[config.mk]
export PLATFORM = sky130hd
export DESIGN_NAME = integer_parse_any_base
export DESIGN_NICKNAME = d
export VERILOG_FILES = /design/src/rtl/core/ipab_pkg.sv /design/src/rtl/core/integer_parse_any_base.sv /design/src/rtl/core/ipab_alpha.sv /design/src/rtl/core/ipab_parse.sv
export SDC_FILE = /design/constraint.sdc
export NUM_CORES = 2
export LEC_CHECK = 0
export ABC_AREA = 0
export ABC_CLOCK_PERIOD_IN_PS = 17100
export BUFFER_PORTS_ARGS = -buffer_cell sky130_fd_sc_hd__buf_2
export CORE_ASPECT_RATIO = 2
export CORE_MARGIN = 2
export CORE_UTILIZATION = 40
export DETAILED_ROUTE_END_ITERATION = 12
export PLACE_DENSITY = 0.52
export SYNTH_ARGS = -nofsm -noshare
export SYNTH_HDL_FRONTEND = slang
export SYNTH_HIERARCHICAL = 1
export SYNTH_SLANG_ARGS = --single-unit
[constraint.sdc]
create_clock -name clk -period 17.1 [get_ports clk]
set_input_delay 0.855 -clock clk [delete_from_list [all_inputs] [get_ports clk]]
set_output_delay 0.855 -clock clk [all_outputs]
set_load 0.01 [all_outputs]
[src/rtl/core/ipab_pkg.sv]
// Shared types and constants for the any-base integer parser.
// No dependencies; imported by ipab_alpha, ipab_parse and integer_parse_any_base.
package ipab_pkg;

	// Configuration register indexes
	localparam int CFG_IDX_W = 2;
	localparam logic [CFG_IDX_W-1:0] CFG_DIGITS_LOW  = 2'd0;
	localparam logic [CFG_IDX_W-1:0] CFG_DIGITS_HIGH = 2'd1;
	localparam logic [CFG_IDX_W-1:0] CFG_BASE_LENGTH = 2'd2;

	localparam int CFG_DATA_W  = 64;
	localparam int BASE_LEN_W  = 5;
	localparam int DIGIT_W     = 4;
	localparam int VALUE_W     = 32;

	// Character codes
	localparam logic [7:0] CH_NUL   = 8'd0;
	localparam logic [7:0] CH_TAB   = 8'd9;
	localparam logic [7:0] CH_CR    = 8'd13;
	localparam logic [7:0] CH_SPACE = 8'd32;
	localparam logic [7:0] CH_PLUS  = 8'd43;
	localparam logic [7:0] CH_MINUS = 8'd45;
	localparam logic [7:0] CH_DEL   = 8'd127;

	// Parse phase, one-hot
	typedef enum logic [3:0] {
		PH_SPACE = 4'b0001,
		PH_SIGN  = 4'b0010,
		PH_DIGIT = 4'b0100,
		PH_REST  = 4'b1000
	} phase_t;

	// Alphabet check and digit lookup for the current character
	typedef struct packed {
		logic               ok;
		logic               hit;
		logic [DIGIT_W-1:0] digit;
	} alpha_info_t;

endpackage

[src/rtl/core/integer_parse_any_base.sv]
// Top level of the any-base integer parser: config registers, input stage, result register.
// Depends on ipab_pkg, ipab_alpha and ipab_parse.
//
//  channel | signals                                   | moves
//  --------+-------------------------------------------+------------------------------
//  cfg     | cfg_valid, cfg_ready, cfg_index, cfg_data | one register write per word
//  in      | in_valid, in_ready, char_in               | one string byte per word
//  out     | out_valid, out_ready, value, alphabet_ok  | one result word per NUL byte
//
// One byte per cycle sustained, except while a NUL waits on an untaken result. A byte
// sits in the input stage, where the alphabet compare and the 32x5 multiply-add update
// the parse state; a NUL then loads the result register, which drives the outputs.
// Reset clears the config registers, the parse state and both valid flags.
// A NUL byte stalls in the input stage only while an untaken result is held;
// other bytes never stall. cfg_ready is always high.
module integer_parse_any_base #(
	parameter int MAX_DIGITS = 16
) (
	input  logic                            clk,
	input  logic                            arst_n,
	input  logic                            cfg_valid,
	output logic                            cfg_ready,
	input  logic [ipab_pkg::CFG_IDX_W-1:0]  cfg_index,
	input  logic [ipab_pkg::CFG_DATA_W-1:0] cfg_data,
	input  logic                            in_valid,
	output logic                            in_ready,
	input  logic [7:0]                      char_in,
	output logic                            out_valid,
	input  logic                            out_ready,
	output logic signed [ipab_pkg::VALUE_W-1:0] value,
	output logic                            alphabet_ok
);
	import ipab_pkg::*;

	logic [CFG_DATA_W-1:0] digits_low_q;
	logic [CFG_DATA_W-1:0] digits_high_q;
	logic [BASE_LEN_W-1:0] base_length_q;
	logic                  valid_s1;
	logic [7:0]            char_s1;
	logic                  out_valid_q;
	logic [VALUE_W-1:0]    value_q;
	logic                  ok_q;
	logic                  s1_is_nul;
	logic                  s1_go;
	logic                  out_free;
	alpha_info_t           info;
	logic [VALUE_W-1:0]    res_value;

	// Configuration registers
	assign cfg_ready = 1'b1;

	always_ff @(posedge clk or negedge arst_n) begin
		if (!arst_n) begin
			digits_low_q  <= '0;
			digits_high_q <= '0;
			base_length_q <= '0;
		end else if (cfg_valid && cfg_ready) begin
			unique case (cfg_index)
				CFG_DIGITS_LOW:  digits_low_q  <= cfg_data;
				CFG_DIGITS_HIGH: digits_high_q <= cfg_data;
				CFG_BASE_LENGTH: base_length_q <= cfg_data[BASE_LEN_W-1:0];
				default: ;
			endcase
		end
	end

	// Input stage handshake
	assign s1_is_nul = char_s1 == CH_NUL;
	assign out_free  = !out_valid_q || out_ready;
	assign s1_go     = valid_s1 && (!s1_is_nul || out_free);
	assign in_ready  = !valid_s1 || s1_go;

	always_ff @(posedge clk or negedge arst_n) begin
		if (!arst_n) begin
			valid_s1 <= 1'b0;
		end else if (in_ready) begin
			valid_s1 <= in_valid;
		end
	end

	always_ff @(posedge clk) begin
		if (in_valid && in_ready) begin
			char_s1 <= char_in;
		end
	end

	ipab_alpha #(
		.MAX_DIGITS(MAX_DIGITS)
	) u_alpha (
		.digits_low (digits_low_q),
		.digits_high(digits_high_q),
		.base_length(base_length_q),
		.char_cur   (char_s1),
		.info       (info)
	);

	ipab_parse u_parse (
		.clk        (clk),
		.arst_n     (arst_n),
		.step       (s1_go),
		.char_cur   (char_s1),
		.base_length(base_length_q),
		.info       (info),
		.res_value  (res_value)
	);

	// Result register
	always_ff @(posedge clk or negedge arst_n) begin
		if (!arst_n) begin
			out_valid_q <= 1'b0;
		end else if (s1_go && s1_is_nul) begin
			out_valid_q <= 1'b1;
		end else if (out_ready) begin
			out_valid_q <= 1'b0;
		end
	end

	always_ff @(posedge clk) begin
		if (s1_go && s1_is_nul) begin
			value_q <= res_value;
			ok_q    <= info.ok;
		end
	end

	assign out_valid   = out_valid_q;
	assign value       = value_q;
	assign alphabet_ok = ok_q;

	// A bad alphabet always reports zero
	a_bad_alpha_zero: assert property (@(posedge clk) disable iff (!arst_n)
		out_valid_q |-> (ok_q || value_q == '0))
		else $error("result with bad alphabet is not zero");

	// The input stage holds only a NUL waiting on a full result register
	a_s1_stall_cause: assert property (@(posedge clk) disable iff (!arst_n)
		(valid_s1 && !s1_go) |-> (s1_is_nul && out_valid_q && !out_ready))
		else $error("input stage stalled without cause");

	// An accepted word lands in the input stage
	a_in_to_s1: assert property (@(posedge clk) disable iff (!arst_n)
		(in_valid && in_ready) |=> valid_s1)
		else $error("accepted word lost before input stage");

endmodule

[src/rtl/core/ipab_alpha.sv]
// Alphabet checker and parallel digit lookup for the any-base integer parser.
// Depends on ipab_pkg.
module ipab_alpha #(
	parameter int MAX_DIGITS = 16
) (
	input  logic [ipab_pkg::CFG_DATA_W-1:0] digits_low,
	input  logic [ipab_pkg::CFG_DATA_W-1:0] digits_high,
	input  logic [ipab_pkg::BASE_LEN_W-1:0] base_length,
	input  logic [7:0]                      char_cur,
	output ipab_pkg::alpha_info_t           info
);
	import ipab_pkg::*;

	logic [7:0]            chr [MAX_DIGITS];
	logic [MAX_DIGITS-1:0] in_use;
	logic [MAX_DIGITS-1:0] bad_char;
	logic [MAX_DIGITS-1:0] dup;
	logic [MAX_DIGITS-1:0] match;
	logic [MAX_DIGITS-1:0] low_one;
	logic                  len_ok;
	logic                  len_fit;
	logic [DIGIT_W-1:0]    digit_enc;

	// Alphabet characters and which lanes are in use
	for (genvar i = 0; i < MAX_DIGITS; i++) begin : g_lane
		if (i < 8) begin : g_lo
			assign chr[i] = digits_low[8*i +: 8];
		end else begin : g_hi
			assign chr[i] = digits_high[8*(i-8) +: 8];
		end
		assign in_use[i]   = base_length > BASE_LEN_W'(i);
		assign bad_char[i] = in_use[i] && (chr[i] <= CH_SPACE || chr[i] >= CH_DEL ||
			chr[i] == CH_PLUS || chr[i] == CH_MINUS);
		// lookup runs on any length that fits the lanes, even a bad alphabet
		assign match[i]    = len_fit && in_use[i] && chr[i] == char_cur;
	end

	assign len_fit = base_length <= BASE_LEN_W'(MAX_DIGITS);
	assign len_ok  = base_length >= BASE_LEN_W'(2) && len_fit;

	// Duplicate check: lane j repeats some earlier lane
	always_comb begin
		dup = '0;
		for (int j = 1; j < MAX_DIGITS; j++) begin
			for (int i = 0; i < j; i++) begin
				if (in_use[j] && chr[i] == chr[j]) begin
					dup[j] = 1'b1;
				end
			end
		end
	end

	// Lowest matching lane gives the digit value
	assign low_one = match & (~match + MAX_DIGITS'(1));

	always_comb begin
		digit_enc = '0;
		for (int i = 0; i < MAX_DIGITS; i++) begin
			if (low_one[i]) begin
				digit_enc = digit_enc | DIGIT_W'(i);
			end
		end
	end

	assign info.ok    = len_ok && !(|bad_char) && !(|dup);
	assign info.hit   = |match;
	assign info.digit = digit_enc;

endmodule

[src/rtl/core/ipab_parse.sv]
// Parse state (phase, sign, accumulator) and its one-step update.
// Depends on ipab_pkg; digit lookup comes from ipab_alpha.
module ipab_parse (
	input  logic                            clk,
	input  logic                            arst_n,
	input  logic                            step,
	input  logic [7:0]                      char_cur,
	input  logic [ipab_pkg::BASE_LEN_W-1:0] base_length,
	input  ipab_pkg::alpha_info_t           info,
	output logic [ipab_pkg::VALUE_W-1:0]    res_value
);
	import ipab_pkg::*;

	phase_t              phase_q, phase_d;
	logic                neg_q, neg_d;
	logic [VALUE_W-1:0]  acc_q, acc_d;
	logic [VALUE_W-1:0]  acc_mac;
	logic                is_ws;
	logic                at_sign;
	logic                at_digit;

	// Only the low 32 bits of the wrapped accumulator reach the output
	assign acc_mac = acc_q * VALUE_W'(base_length) + VALUE_W'(info.digit);

	assign is_ws    = char_cur == CH_SPACE || (char_cur >= CH_TAB && char_cur <= CH_CR);
	assign at_sign  = (phase_q == PH_SPACE && !is_ws) || phase_q == PH_SIGN;
	assign at_digit = (at_sign && char_cur != CH_PLUS && char_cur != CH_MINUS) ||
		phase_q == PH_DIGIT;

	// Next parse state for one character
	always_comb begin
		phase_d = phase_q;
		neg_d   = neg_q;
		acc_d   = acc_q;
		priority if (char_cur == CH_NUL) begin
			phase_d = PH_SPACE;
			neg_d   = 1'b0;
			acc_d   = '0;
		end else if (phase_q == PH_SPACE && is_ws) begin
			phase_d = PH_SPACE;
		end else if (at_sign && char_cur == CH_MINUS) begin
			phase_d = PH_SIGN;
			neg_d   = !neg_q;
		end else if (at_sign && char_cur == CH_PLUS) begin
			phase_d = PH_SIGN;
		end else if (at_digit && info.hit) begin
			phase_d = PH_DIGIT;
			acc_d   = acc_mac;
		end else begin
			phase_d = PH_REST;
		end
	end

	always_ff @(posedge clk or negedge arst_n) begin
		if (!arst_n) begin
			phase_q <= PH_SPACE;
			neg_q   <= 1'b0;
			acc_q   <= '0;
		end else if (step) begin
			phase_q <= phase_d;
			neg_q   <= neg_d;
			acc_q   <= acc_d;
		end
	end

	// Signed result, zero when the alphabet is bad
	assign res_value = !info.ok ? '0 : (neg_q ? -acc_q : acc_q);

endmodule
==> results.md <==
* Setup slack, reg-to-reg at between 10 and 15 ns
* Area share of the largest cell type after synthesis at 0.184
* Final Non-Filler Cells at between 4,000 and 5,000
* Routed Wire Length at ~130 mm
* Tmin final at between 6 and 7 ns
* Core box area at ~73,000 um2
* Vias in the first global route at between 20,000 and 30,000
* Fin. Hold Viols at 0
* TritonCTS buffer count at 24
* Post-synth top cells: 612 x xnor2_1, 523 x xor2_1, 256 x buf_2, 177 x inv_1, 171 x dfrtp_1
* Worst reg-to-reg path cell count at 23
* Clk sinks at 213
* Post-cts sizing count at 0
* Row count at 140
* FFs w/ async S/R, synth at 0.808
* F_max at around 0.15 GHz
* Setup violators final at 0
* Top cell type by total area after synthesis: xnor2_1
* P_int at approximately 0.0016 W
* Max_cap viols at 0
* Die Wd at just under 200 um
* Lkg Pwr at 12.6 nW
* Final ANT Viol Nets at 0
* Total track usage at 0.335
* Worst Setup Start Kind: flop
* Kind of critical path: reg2reg
* Setup TNS Final at 0 ns
* CP arrival at 7.08 ns
* Post-DP Area at between 30,000 and 40,000 um2
* # nets final at 3,455
* Status: finished clean
* Number of synthesized flops with an enable pin at between 40 and 50
* Number of synthesized register bits at 213
* # fillers at between 7,000 and 8,000
* Via density at roughly 6.2
* Routability Congestion at around 1.0
* Reg2reg end: u_parse/acc_q[19]$_DFFE_PN0P_
* Clock power share at 0.172
* Worst Setup SP: base_length_q[1]$_DFFE_PN0P_
* Pin slew with the least headroom to its limit at approximately 1.1 ns
* Final Skew at around 0.029 ns
* Die area at ~75,000 um2
* Switching pwr at 0.00154 W
* RSZ-0062 raised after global routing: no
* Fin area at 30,900 um2
* CTS tree: done
* Netlist cell types at 86
* Inst Count DP at between 4,000 and 5,000
* Max Slew Vio Count at 0
* Post-CTS Hold Buffers at 0
* H-tree depth at 1
* Die Span Y at 386 um
* Ant. Diodes at 0
* Hpwl dp at approximately 85 mm
* Req. time, crit path at roughly 18 ns
* Syn_nets at 3,514
* Layout cell share with drive strength beyond 1 at 0.146
* Setup crit end kind: flop
* Port bufs at around 110
* I/O pin cnt at between 100 and 150
* Max transition margin at 0.284
* Top post-synthesis cells by area: xnor2_1 18%, xor2_1 16%, dfrtp_1 15%
* Grt ovf at 0
* Max Buffers Root-to-Sink at 3
* Setup Buffers After CTS at 0
* CTS root buf: clkbuf_16
* Largest net degree at the start of global routing at between 70 and 80
* Antenna violations before repair at 3
* Synthesized cell area at just under 30,000 um2
* Util after Layout at 0.426
* YS warnings at 6
* DP Worst Slack at around 11 ns
* Crit Path Max Fanout at 47
* Hold Crit Class: in2async
* Worst VDD drop at about 0.000067 V
* First-pass GRT wire length at between 150 and 200 mm
* TritonRoute pass-1 iters at 7
* Setup slack after layout at roughly 10 ns
* Seq pwr share at 0.205
* Switching Share at 0.493
* Sequential cell area at around 5500 um2
* Mapped Cells at between 3,000 and 4,000
* Ys flop type: dfrtp_1
* Final Cycle Share at 0.387
* Worst-path clk slew at ~0.070 ns
* Top-count cell post-synth: xnor2_1
* FF-to-FF Start: base_length_q[1]$_DFFE_PN0P_
* Area Growth Syn to Fin at 6.03%
* Starting Density at 0.402
* DRC viols at 0
* Clk_lat worst skew at ~0.58 ns
* WL/cell at between 30 and 40 um
* Vias at roughly 26,000
* PD cells at approximately 100 nW/um2
* Mapped Avg Cell Area at 8.87 um2
* Multi-input logic area at roughly 21,000 um2
* Sequential area share after synthesis at 0.190
* Initial DRC count at 2,498
* Comb pwr share at 0.623
## worst max-delay path by stage
stage / slack (ns) / to / cells past startpoint
2_1_floorplan: 11.70 / u_parse/acc_q[19]$_DFFE_PN0P_ / 25
3_3_place_gp: 10.60 / u_parse/acc_q[19]$_DFFE_PN0P_ / 23
3_5_place_dp: 10.58 / u_parse/acc_q[19]$_DFFE_PN0P_ / 23
4_1_cts: 10.55 / u_parse/acc_q[19]$_DFFE_PN0P_ / 23
5_1_grt: 10.18 / u_parse/acc_q[31]$_DFFE_PN0P_ / 22
6_report: 10.47 / u_parse/acc_q[19]$_DFFE_PN0P_ / 23
## metal layers
layer  up-vias  global-route usage  routed length, um
met5         -                   0                 27
met3       521              0.0534               9240
met2      1512               0.608              65100
met1     12800               0.344              43400
met4         4               0.258              11300
li1      10800                   -                  -
## power groups by stage
stage,logic (W),clock network [W],registers (W)
detailed placement,0.00187,0,0.000644
global route,0.00201,0.000566,0.000646
CTS,0.00188,0.000553,0.000635
finish,0.00194,0.000537,0.000640
floorplan,0.00136,0,0.000617
global placement,0.00181,0,0.000642
## registers in the layout, summed over array words and instances, names as in the netlist
| signal | count |
|---|---|
| digits_high_q | 64 |
| base_length_q | 5 |
| alphabet_ok | 1 |
| u_parse/phase_q | 4 |
| u_parse/acc_q | 32 |
| u_parse/neg_q | 1 |
| digits_low_q | 64 |
| out_valid | 1 |
| value | 32 |
| valid_s1 | 1 |
| char_s1 | 8 |
## cell usage in the layout, fill, tap and decap left out, types with 10 or more instances in the layout
master / instances
o21ai_0: 53
a21oi_1: 78
xnor2_1: 612
nor4_1: 141
nor2_1: 82
clkbuf_16: 27
ha_1: 63
inv_1: 177
nand4_1: 168
dfrtp_1: 169
fa_1: 86
a31oi_1: 13
and2_1: 168
or3_1: 13
xor2_1: 523
nor2b_1: 21
edfxtp_1: 41
buf_4: 150
or4_1: 10
nor3_1: 29
o31ai_1: 28
buf_2: 112
nand2_1: 98
a211oi_1: 14
mux2_2: 70
nand3_1: 32
a21o_1: 10
mux2_4: 65
nand2b_1: 12
## stage by stage
stage                     hold WS, ns  power, W
final                           0.199   0.00312
after floorplan                 0.474   0.00197
after detailed placement        0.522   0.00252
after global placement          0.505   0.00246
after CTS                       0.204   0.00306
after global routing            0.219   0.00322
## worst max-delay path, cell delays in order (launching register included)
cell	delay, ns
dfrtp_1	0.35
buf_4	0.28
o41a_1	0.67
or4_1	0.64
nand2_1	0.11
nor3_1	0.07
nor2b_1	0.18
nor3_1	0.19
inv_1	0.10
fa_1	0.54
inv_1	0.05
ha_1	0.26
inv_1	0.04
fa_1	0.52
inv_1	0.06
ha_1	0.26
a21oi_1	0.18
nand4b_1	0.17
a211oi_1	0.14
a211oi_1	0.76
a21oi_1	0.20
nor2_1	0.24
o21ai_0	0.12
a221o_1	0.30
## cell type report
class                      count  area share
multi-input combinational   2547       0.681
sequential                   213       0.179
timing repair buffer         263      0.0550
tap                          923      0.0374
clock buffer                  33      0.0236
inverter                     178      0.0216
clock inverter                11     0.00223
## cell families after synthesis
logic type,share of synthesized area
other,0.000129
adder cells (fa/ha/maj),0.0861
AND/OR/NAND/NOR,0.162
multiplexers,0.0609
XOR/XNOR,0.341
AO/OA/AOI/OAI,0.0716
buffers and inverters,0.0886
flip-flops,0.190
Power figures use the tool's default switching activity.
